$ cat src/design/ppc_pkg.sv
// Shared constants for the pulsed pump controller: widths, register indexes and reset values.
package ppc_pkg;

    localparam int TIME_W  = 32;
    localparam int COUNT_W = 4;
    localparam int PCT_W   = 7;
    localparam int CFG_IDX_W  = 3;
    localparam int CFG_DATA_W = 32;

    typedef logic [TIME_W-1:0]     t_time;
    typedef logic [COUNT_W-1:0]    t_count;
    typedef logic [PCT_W-1:0]      t_pct;
    typedef logic [CFG_IDX_W-1:0]  t_cfg_idx;
    typedef logic [CFG_DATA_W-1:0] t_cfg_data;

    localparam t_cfg_idx REG_PULSE_ON_TIME  = 3'd0;
    localparam t_cfg_idx REG_PULSE_OFF_TIME = 3'd1;
    localparam t_cfg_idx REG_COOLDOWN_TIME  = 3'd2;
    localparam t_cfg_idx REG_MAX_PULSES     = 3'd3;
    localparam t_cfg_idx REG_DRY_THRESHOLD  = 3'd4;
    localparam t_cfg_idx REG_WET_THRESHOLD  = 3'd5;

    localparam t_time  RST_PULSE_ON_TIME  = 32'd5000;
    localparam t_time  RST_PULSE_OFF_TIME = 32'd30000;
    localparam t_time  RST_COOLDOWN_TIME  = 32'd600000;
    localparam t_count RST_MAX_PULSES     = 4'd3;
    localparam t_pct   RST_DRY_THRESHOLD  = 7'd35;
    localparam t_pct   RST_WET_THRESHOLD  = 7'd60;

endpackage

$ cat src/design/pulsed_pump_controller.sv
// Top level of the pulsed pump controller: input register, tick logic and result register.
// Throughput: one transaction per cycle while the output is not stalled.
// The pump state feeds back through one register stage.
// The input stage stalls only while both stages are full and the output is stalled.
// Reset (synchronous, active low) empties both stages, clears the pump state and
// restores every configuration register to its default value.
module pulsed_pump_controller (
    input  logic              i_clk,
    input  logic              i_rst_n,
    input  logic              i_cfg_we,
    input  ppc_pkg::t_cfg_idx i_cfg_index,
    input  ppc_pkg::t_cfg_data i_cfg_data,
    input  logic              i_in_valid,
    output logic              o_in_stall,
    input  ppc_pkg::t_time    i_now_ms,
    input  ppc_pkg::t_pct     i_soil_percent,
    input  logic              i_water_ok,
    output logic              o_out_valid,
    input  logic              i_out_stall,
    output logic              o_pump_on,
    output logic              o_pulse_started,
    output logic              o_cooling_down,
    output ppc_pkg::t_count   o_pulses_done
);
    import ppc_pkg::*;

    t_time  r_pulse_on_time;
    t_time  r_pulse_off_time;
    t_time  r_cooldown_time;
    t_count r_max_pulses;
    t_pct   r_dry_threshold;
    t_pct   r_wet_threshold;

    logic   r_in_valid;
    t_time  r_now_ms;
    t_pct   r_soil_percent;
    logic   r_water_ok;

    logic   r_in_cooldown,   n_in_cooldown;
    t_time  r_cooldown_start, n_cooldown_start;
    logic   r_pumping,       n_pumping;
    t_time  r_pump_start,    n_pump_start;
    t_time  r_last_pulse_end, n_last_pulse_end;
    t_count r_pulse_count,   n_pulse_count;
    logic   n_started;

    logic   r_out_valid;
    logic   r_pump_on;
    logic   r_pulse_started;
    logic   r_cooling_down;
    t_count r_pulses_done;

    logic   advance;
    logic   cool_expired;
    logic   on_expired;
    logic   off_waiting;
    t_count count_inc;

    always_ff @(posedge i_clk) begin
        if (!i_rst_n) begin
            r_pulse_on_time  <= RST_PULSE_ON_TIME;
            r_pulse_off_time <= RST_PULSE_OFF_TIME;
            r_cooldown_time  <= RST_COOLDOWN_TIME;
            r_max_pulses     <= RST_MAX_PULSES;
            r_dry_threshold  <= RST_DRY_THRESHOLD;
            r_wet_threshold  <= RST_WET_THRESHOLD;
        end else if (i_cfg_we) begin
            unique case (i_cfg_index)
                REG_PULSE_ON_TIME:  r_pulse_on_time  <= i_cfg_data;
                REG_PULSE_OFF_TIME: r_pulse_off_time <= i_cfg_data;
                REG_COOLDOWN_TIME:  r_cooldown_time  <= i_cfg_data;
                REG_MAX_PULSES:     r_max_pulses     <= i_cfg_data[COUNT_W-1:0];
                REG_DRY_THRESHOLD:  r_dry_threshold  <= i_cfg_data[PCT_W-1:0];
                REG_WET_THRESHOLD:  r_wet_threshold  <= i_cfg_data[PCT_W-1:0];
                default: ;
            endcase
        end
    end

    // The tick stage moves on when the result register is empty or being drained.
    assign advance    = !r_out_valid || !i_out_stall;
    assign o_in_stall = r_in_valid && !advance;

    always_ff @(posedge i_clk) begin
        if (!i_rst_n) begin
            r_in_valid <= 1'b0;
        end else if (!o_in_stall) begin
            r_in_valid <= i_in_valid;
        end
    end

    always_ff @(posedge i_clk) begin
        if (!o_in_stall && i_in_valid) begin
            r_now_ms       <= i_now_ms;
            r_soil_percent <= i_soil_percent;
            r_water_ok     <= i_water_ok;
        end
    end

    assign cool_expired = (r_now_ms - r_cooldown_start) >= r_cooldown_time;
    assign on_expired   = (r_now_ms - r_pump_start) >= r_pulse_on_time;
    assign off_waiting  = (r_now_ms - r_last_pulse_end) < r_pulse_off_time;

    always_comb begin
        n_in_cooldown    = r_in_cooldown;
        n_cooldown_start = r_cooldown_start;
        n_pumping        = r_pumping;
        n_pump_start     = r_pump_start;
        n_last_pulse_end = r_last_pulse_end;
        n_pulse_count    = r_pulse_count;
        n_started        = 1'b0;
        count_inc        = r_pulse_count + 1'b1;

        // An expired cooldown clears the session count before the rest of the tick.
        if (r_in_cooldown && cool_expired) begin
            n_in_cooldown = 1'b0;
            n_pulse_count = '0;
        end

        if (!n_in_cooldown) begin
            if (r_pumping) begin
                if (on_expired) begin
                    n_pumping        = 1'b0;
                    n_last_pulse_end = r_now_ms;
                    n_pulse_count    = count_inc;
                    if (count_inc >= r_max_pulses) begin
                        n_in_cooldown    = 1'b1;
                        n_cooldown_start = r_now_ms;
                    end
                end
            end else if (n_pulse_count != '0 && off_waiting) begin
                n_pulse_count = n_pulse_count;
            end else if (n_pulse_count != '0 && r_soil_percent >= r_wet_threshold) begin
                n_in_cooldown    = 1'b1;
                n_cooldown_start = r_now_ms;
                n_pulse_count    = '0;
            end else if (r_water_ok && r_soil_percent < r_dry_threshold) begin
                n_pumping    = 1'b1;
                n_pump_start = r_now_ms;
                n_started    = 1'b1;
            end
        end
    end

    always_ff @(posedge i_clk) begin
        if (!i_rst_n) begin
            r_in_cooldown    <= 1'b0;
            r_cooldown_start <= '0;
            r_pumping        <= 1'b0;
            r_pump_start     <= '0;
            r_last_pulse_end <= '0;
            r_pulse_count    <= '0;
        end else if (r_in_valid && advance) begin
            r_in_cooldown    <= n_in_cooldown;
            r_cooldown_start <= n_cooldown_start;
            r_pumping        <= n_pumping;
            r_pump_start     <= n_pump_start;
            r_last_pulse_end <= n_last_pulse_end;
            r_pulse_count    <= n_pulse_count;
        end
    end

    always_ff @(posedge i_clk) begin
        if (!i_rst_n) begin
            r_out_valid <= 1'b0;
        end else if (advance) begin
            r_out_valid <= r_in_valid;
        end
    end

    always_ff @(posedge i_clk) begin
        if (r_in_valid && advance) begin
            r_pump_on       <= n_pumping;
            r_pulse_started <= n_started;
            r_cooling_down  <= n_in_cooldown;
            r_pulses_done   <= n_pulse_count;
        end
    end

    assign o_out_valid     = r_out_valid;
    assign o_pump_on       = r_pump_on;
    assign o_pulse_started = r_pulse_started;
    assign o_cooling_down  = r_cooling_down;
    assign o_pulses_done   = r_pulses_done;

`ifndef SYNTHESIS
    // The pump never runs during a cooldown lockout.
    a_no_pump_in_cooldown: assert property (@(posedge i_clk) disable iff (!i_rst_n)
        !(r_pumping && r_in_cooldown))
        else $error("pump running during cooldown");

    // A pulse that starts leaves the pump driven in the same result.
    a_start_drives_pump: assert property (@(posedge i_clk) disable iff (!i_rst_n)
        (o_out_valid && o_pulse_started) |-> (o_pump_on && !o_cooling_down))
        else $error("pulse start without pump drive");

    // A new result only appears when a transaction sat in the input register.
    a_result_has_source: assert property (@(posedge i_clk) disable iff (!i_rst_n)
        $rose(o_out_valid) |-> $past(r_in_valid))
        else $error("result without a transaction");

    // State changes only when a transaction moves into the result register.
    a_state_holds: assert property (@(posedge i_clk) disable iff (!i_rst_n)
        $past(i_rst_n) && !$past(r_in_valid && advance) |-> $stable(r_pulse_count)
            && $stable(r_pumping) && $stable(r_in_cooldown))
        else $error("state changed without a transaction");
`endif

endmodule

$ cat config.mk
export PLATFORM = sky130hd
export DESIGN_NAME = pulsed_pump_controller
export DESIGN_NICKNAME = d
export VERILOG_FILES = /design/src/design/ppc_pkg.sv /design/src/design/pulsed_pump_controller.sv
export SDC_FILE = /design/constraint.sdc
export NUM_CORES = 1
export LEC_CHECK = 0
export ABC_AREA = 1
export BUFFER_PORTS_ARGS = -buffer_cell sky130_fd_sc_hd__buf_2
export CAP_MARGIN = 10
export CORE_MARGIN = 2
export CORE_UTILIZATION = 33
export CTS_CLUSTER_SIZE = 12
export DETAILED_ROUTE_END_ITERATION = 8
export GPL_TIMING_DRIVEN = 0
export HOLD_SLACK_MARGIN = 0.05
export PLACE_DENSITY_LB_ADDON = 0.25
export SYNTH_ARGS = -nofsm -noshare
export SYNTH_HDL_FRONTEND = slang
export SYNTH_SLANG_ARGS = --single-unit
$ cat constraint.sdc
create_clock -name i_clk -period 7 [get_ports i_clk]
set_input_delay 1.05 -clock i_clk [delete_from_list [all_inputs] [get_ports i_clk]]
set_output_delay 1.05 -clock i_clk [all_outputs]
set_load 0.01 [all_outputs]
==> results.py, run 1 <==
metrics = {
    "pwr": {
        "clock_power_share": 0.375,
        "p_total_w": 0.00456,
        "irDropWorstVdd_mv": 0.131,
        "power.share.switching": 0.324,
        "leakagePower_nw": 8.73,
        "power_density_mw_per_mm2": 233,
        "seq_power_share": 0.368,
        "power_switching_w": 0.00148,
        "p_int_w": 0.00308,
        "power_frac_comb": 0.257,
    },
    "die": {
        "coreArea_mm2": 0.0514,
        "chipHeight_um": 232,
        "die_width_um": 232,
        "placementRows": 83,
        "start_util": 0.335,
        "io_pins": 89,
        "dieArea_mm2": 0.0540,
    },
    "synthesis": {
        "synth_top_area_share": 0.254,
        "netlist_area_mm2": 0.0172,
        "syn_nets": 2609,
        "yosys_most_used_dff": "dfxtp_1",
        "ys_top_cells_by_area": "dfxtp_1 (25%), ha_1 (15%), a21oi_1 (8.6%)",
        "async_flop_share": 0,
        "avgSynthCellArea_um2": 7.42,
        "synth-seq-area-share": 0.336,
        "synth_common_cells": "nand2_1 (376), inv_1 (371), a21oi_1 (295)",
        "synth_area_leader_cell": "dfxtp_1",
        "ys_seq_elements": 265,
        "synth_cell_types": 49,
        "yosysMostFrequentCell": "nand2_1",
        "ys_warn_count": 0,
        "synth_edf_count": 47,
        "syn-instance-count": 2320,
    },
    "drt": {
        "routedWlPerCell_um": 16.8,
        "drtAntennaViolNets": 0,
        "drcViolationCount": 0,
        "num_vias": 15500,
        "drt-total-wl_um": 52800,
        "vias_per_cell": 4.94,
        "drt_iter0_markers": 1051,
        "firstDrtPassIters": 5,
    },
    "clock_tree": {
        "clock_sinks": 265,
        "cts_tree": "yes",
        "cts-buffers-inserted": 34,
        "clkSlewWorstSetupHoldPaths_ns": 0.06,
        "clock_latency_ns": 0.54,
        "post_cts_buffers": 0,
        "htree_levels": 2,
        "cts_buffer_depth": 3,
        "cts_hold_buf": 0,
        "cts_resized": 0,
        "cts-root-buf": "clkbuf_16",
    },
    "critical_path": {
        "r2r-start": "r_now_ms[2]",
        "crit_family": "simple AND/OR/NAND/NOR gates",
        "slowest_delay_ns": 0.52,
        "rrSetupSlack_ns": 1.46,
        "critical_path_required_ns": 7.43,
        "rr_endpoint": "r_cooldown_start[23]",
        "reg2reg_depth": 27,
        "worstPathArrival_ns": 5.98,
        "crit_top_cell": "nand2_1",
        "worstSetupPathType": "register to register",
        "start_kind": "register",
        "crit_buf_inv": 2,
        "crit_path_end_kind": "register",
        "cp_max_fo": 10,
        "cp_slowest_cell": "edfxtp_1",
    },
    "sta": {
        "worst_pin_slew_ns": 0.946,
        "final.setup.tns_ns": 0,
        "min_period_ns": 5.54,
        "rsz0062_at_grt": "false",
        "fin_worst_skew_ns": 0.0269,
        "fmax_mhz": 180,
        "final.period_utilization": 0.792,
        "slew_violations": 0,
        "slew_headroom": 0.369,
        "setup_viol": 0,
        "holdWs_ns": 0.458,
        "hold_viol_final": 0,
    },
    "finish": {
        "multiInputGateArea_mm2": 0.00969,
        "final_nets": 2733,
        "syn_to_final_growth_pct": 13.9,
        "final_layout_size_suffix_gt1_frac": 0.0811,
        "nFillCells": 5423,
        "final-seq-area_mm2": 0.00578,
    },
    "place": {
        "dp_hpwl_um": 43300,
        "gp_congestion": 0.898,
        "portBuffers": 87,
    },
    "min_path": {
        "hold_path_end": "r_pulse_off_time[27]",
        "min_from": "r_pulse_off_time[27]",
        "whs_path_depth": 2,
        "worstHoldPathType": "register to register",
    },
    "run_status": {
        "outcome": "complete, no violations",
    },
    "flow_run": {
        "max-cap-violations": 0,
    },
    "global_route": {
        "antenna_found_initial": 2,
        "grt-ovfl-total": 0,
        "grt_pass1_wl_um": 81500,
        "grt_max_degree": 37,
        "grt_pass1_vias": 15300,
        "grt.total_usage": 0.196,
    },
}
## power groups by stage
stage	combinational (W)	sequential (W)	clock [W]
after CTS	0.00117	0.00168	0.00176
after detailed placement	0.00117	0.00171	0
after global placement	0.00113	0.00171	0
after global routing	0.00133	0.00169	0.00181
final	0.00117	0.00168	0.00171
after floorplan	0.000833	0.00169	0
## through the flow
stage / setup slack (ns) / area, um^2 / std cells / util
after floorplan: 2.96 / 17200 / 2320 / -
after global routing: 1.12 / 19600 / 3147 / 0.381
after global placement: 1.44 / 18500 / 3087 / 0.360
after detailed placement: 1.44 / 18500 / 3088 / 0.360
after CTS: 1.37 / 19600 / 3146 / 0.381
final: 1.46 / 19600 / 3147 / 0.381
## area by class of cell
type,count,area share
diodes,1,0.000128
plain buffers,68,0.0167
clock buffers,47,0.0508
clock inverters,11,0.00453
inverters,377,0.0723
multi-input cells,1610,0.494
flip-flops and latches,265,0.295
well taps,680,0.0434
repair buffers,88,0.0232
## cells in the final DEF (no fill, tap or decap), drive strengths merged, types with 33 or more instances in the layout
cell type / instances
nor2: 199
nand2: 381
inv: 376
edfxtp: 47
clkbuf: 90
o21ai: 202
a21oi: 316
buf: 113
nand3: 78
ha: 206
dfxtp: 218
o211ai: 33
xor2: 66
## flip-flops by register name, indices dropped and copies added, names as in the netlist, 32 cells and up
signal and flops:
r_cooldown_start 32, r_cooldown_time 32, r_last_pulse_end 32, r_now_ms 32, r_pulse_off_time 32, r_pulse_on_time 32
r_pump_start 32
## cells by family after synthesis
family / count (synthesis) / share of synthesized area
simple gates: 701 / 0.167
compound gates: 608 / 0.196
buf+inv: 445 / 0.101
flops: 265 / 0.336
fa+ha+maj: 209 / 0.153
xor+xnor: 92 / 0.0468
## metal layers
metal	track usage	part of all wire
met1	0.259	0.46
met2	0.322	0.45
met4	0.0811	0.039
met5	0	0.00015
met3	0.0271	0.056
## worst max-delay path by stage
stage,slack [ns],startpoint,to,depth (start not counted)
global route,1.12,r_now_ms[2],r_cooldown_start[23],27
floorplan,2.96,r_now_ms[0],r_cooldown_start[10],25
finish,1.46,r_now_ms[2],r_cooldown_start[23],27
CTS,1.37,r_now_ms[2],r_cooldown_start[23],27
detailed placement,1.44,r_now_ms[2],r_cooldown_start[23],27
global placement,1.44,r_now_ms[2],r_cooldown_start[23],27
## tightest hold or removal path, stage by stage, from the launching register on
cell,delay (ns)
dfxtp_1,0.29
inv_1,0.06
a21oi_1,0.05
Note: power is estimated with default switching activity, not from simulation.
==> inputs of run 2 (changes only) <==
clock period = 5.25 ns   (was 7 ns; I/O delays follow)
==> run 2 against run 1 <==
Against the previous run: sequential power increased by 33%; core utilization increased by 0.33 points; global-route usage about the same; sequential cell count unchanged; critical path depth decreased by 1; clock power increased by 33%; power increased by 34%; clock skew increased by 0.0021 ns; sequential share of layout area decreased by 0.25 points; largest power group unchanged; highest routed layer unchanged.
==> results.py, run 2 (synthesis results as in run 1) <==
metrics = {
    "global_route": {
        "grt-ovfl-total": 0,
        "antenna_found_initial": 2,
        "grt_pass1_vias": 15300,
        "grt_pass1_wl_um": 81600,
        "grt.total_usage": 0.197,
        "grt_max_degree": 37,
    },
    "pwr": {
        "power_density_mw_per_mm2": 309,
        "clock_power_share": 0.374,
        "power_switching_w": 0.00199,
        "seq_power_share": 0.366,
        "p_int_w": 0.00413,
        "irDropWorstVdd_mv": 0.176,
        "power_frac_comb": 0.261,
        "leakagePower_nw": 8.82,
        "p_total_w": 0.00611,
        "power.share.switching": 0.325,
    },
    "sta": {
        "worst_pin_slew_ns": 0.959,
        "final.period_utilization": 0.953,
        "hold_viol_final": 0,
        "fin_worst_skew_ns": 0.0290,
        "fmax_mhz": 200,
        "min_period_ns": 5.00,
        "rsz0062_at_grt": "false",
        "setup_viol": 0,
        "holdWs_ns": 0.416,
        "slew_violations": 0,
        "final.setup.tns_ns": 0,
        "slew_headroom": 0.361,
    },
    "clock_tree": {
        "cts-buffers-inserted": 34,
        "clock_latency_ns": 0.55,
        "clkSlewWorstSetupHoldPaths_ns": 0.06,
        "cts_tree": "yes",
        "cts-root-buf": "clkbuf_16",
        "htree_levels": 2,
        "clock_sinks": 265,
        "cts_buffer_depth": 3,
    },
    "place": {
        "portBuffers": 87,
        "dp_hpwl_um": 43300,
        "gp_congestion": 0.898,
        "dpl_cell_area_mm2": 0.0185,
    },
    "finish": {
        "syn_to_final_growth_pct": 14.9,
        "layout_common_cells": "nand2_1 (376), inv_1 (369), a21oi_1 (288)",
        "final_nets": 2742,
        "nFillCells": 5415,
        "final_layout_size_suffix_gt1_frac": 0.0933,
        "fin_area_mm2": 0.0198,
        "final_common_cell": "nand2_1",
    },
    "flow_run": {
        "max-cap-violations": 0,
    },
    "drt": {
        "drt_iter0_markers": 965,
        "drcViolationCount": 0,
        "firstDrtPassIters": 5,
        "drtAntennaViolNets": 0,
        "num_vias": 15600,
        "vias_per_cell": 4.94,
        "routedWlPerCell_um": 16.8,
        "drt-total-wl_um": 53000,
    },
    "critical_path": {
        "rrSetupSlack_ns": 0.25,
        "worstSetupPathType": "register to register",
        "crit_path_end_kind": "register",
        "cp_max_fo": 10,
        "reg2reg_depth": 26,
        "worstPathArrival_ns": 5.44,
        "start_kind": "register",
        "rr_endpoint": "r_cooldown_start[23]",
        "r2r-start": "r_now_ms[7]",
        "critical_path_required_ns": 5.68,
    },
    "min_path": {
        "hold_path_end": "r_now_ms[14]",
        "min_from": "i_now_ms[14]",
        "worstHoldPathType": "input pin to register",
        "whs_path_depth": 1,
    },
    "run_status": {
        "outcome": "complete, no violations",
    },
    "die": {
        "coreArea_mm2": 0.0514,
        "placementRows": 83,
        "die_width_um": 232,
        "io_pins": 89,
        "dieArea_mm2": 0.0540,
        "chipHeight_um": 232,
        "start_util": 0.335,
    },
}
==> run 2: cell types whose count changed in the layout (fill, tap and decap cells not counted), moves of 2 or more <==
cell	before	now
nand3_1	76	74
buf_4	5	15
o21ai_0	155	153
buf_1	7	5
clkbuf_2	0	5
a21oi_1	295	288
buf_2	94	91
a21boi_2	1	5
clkbuf_1	48	45
nand3_2	2	4
a21oi_2	21	28
a21boi_0	7	3
==> run 2: power by group through the flow <==
stage | combinational, W | clock (W) | sequential, W
2_1_floorplan | 0.00111 | 0 | 0.00225
3_3_place_gp | 0.00151 | 0 | 0.00228
3_5_place_dp | 0.00155 | 0 | 0.00228
4_1_cts | 0.00157 | 0.00235 | 0.00223
5_1_grt | 0.00181 | 0.00242 | 0.00224
6_report | 0.00159 | 0.00228 | 0.00224
==> run 2: cell type report <==
| type | count | area [um^2] | area share |
|---|---|---|---|
| Antenna cell | 1 | 2.50 | 0.000127 |
| Multi-Input combinational cell | 1610 | 9770 | 0.494 |
| Sequential cell | 265 | 5780 | 0.292 |
| Tap cell | 680 | 851 | 0.0430 |
| Clock buffer | 47 | 996 | 0.0504 |
| Inverter | 377 | 1420 | 0.0716 |
| Buffer | 68 | 342 | 0.0173 |
| Clock inverter | 11 | 88.8 | 0.00449 |
| Timing Repair Buffer | 97 | 536 | 0.0271 |
==> run 2: critical path: stages (launching register included) <==
cell	delay, ns
edfxtp_1	0.53
ha_1	0.43
nand2_1	0.11
nor2_1	0.13
inv_1	0.06
o21ai_2	0.26
a21oi_2	0.12
o21ai_2	0.20
a21oi_1	0.15
o21ai_1	0.22
nand3_1	0.13
nand3_1	0.09
nand2_1	0.08
ha_1	0.29
nand2_1	0.07
nor2_1	0.15
nand4_1	0.17
nor4_4	0.27
nand4_1	0.16
nand3_2	0.20
nand3_1	0.12
nand2_1	0.22
buf_4	0.25
clkbuf_4	0.23
nand3_1	0.11
nand2_1	0.08
nor2_1	0.04
==> run 2: what timing repair did <==
item                                    4_1_cts  5_1_grt
buffers inserted                              6        3
pin swaps                                     2        1
endpoints found under the setup margin       65       98
hold buffers                                  0        0
gates resized for setup                       4       31
==> run 2: worst max-delay path by stage <==
stage                     cells after the start  slack [ns]              endpoint         from
after floorplan                              25        1.21  r_cooldown_start[10]  r_now_ms[0]
after global placement                       27       -0.31  r_cooldown_start[23]  r_now_ms[2]
after detailed placement                     27       -0.31  r_cooldown_start[23]  r_now_ms[2]
after CTS                                    28        0.01  r_cooldown_start[23]  r_now_ms[0]
after global routing                         25       0.003  r_last_pulse_end[29]  r_now_ms[0]
final                                        26        0.25  r_cooldown_start[23]  r_now_ms[7]
==> run 2: per-layer routing <==
layer / GRT usage / vias up / wire length, um
li1: - / 7928 / -
met1: 0.259 / 7162 / 24400
met2: 0.322 / 386 / 23800
met3: 0.0271 / 100 / 2790
met4: 0.0813 / 2 / 2110
met5: 0 / - / 8
==> run 2: stage by stage <==
stage               utilization  worst slack [ns]  cells
finish                    0.385             0.249   3156
global route              0.385           0.00289   3156
CTS                       0.383            0.0137   3152
detailed placement        0.360            -0.310   3088
global placement          0.360            -0.309   3087
floorplan                     -              1.21   2320
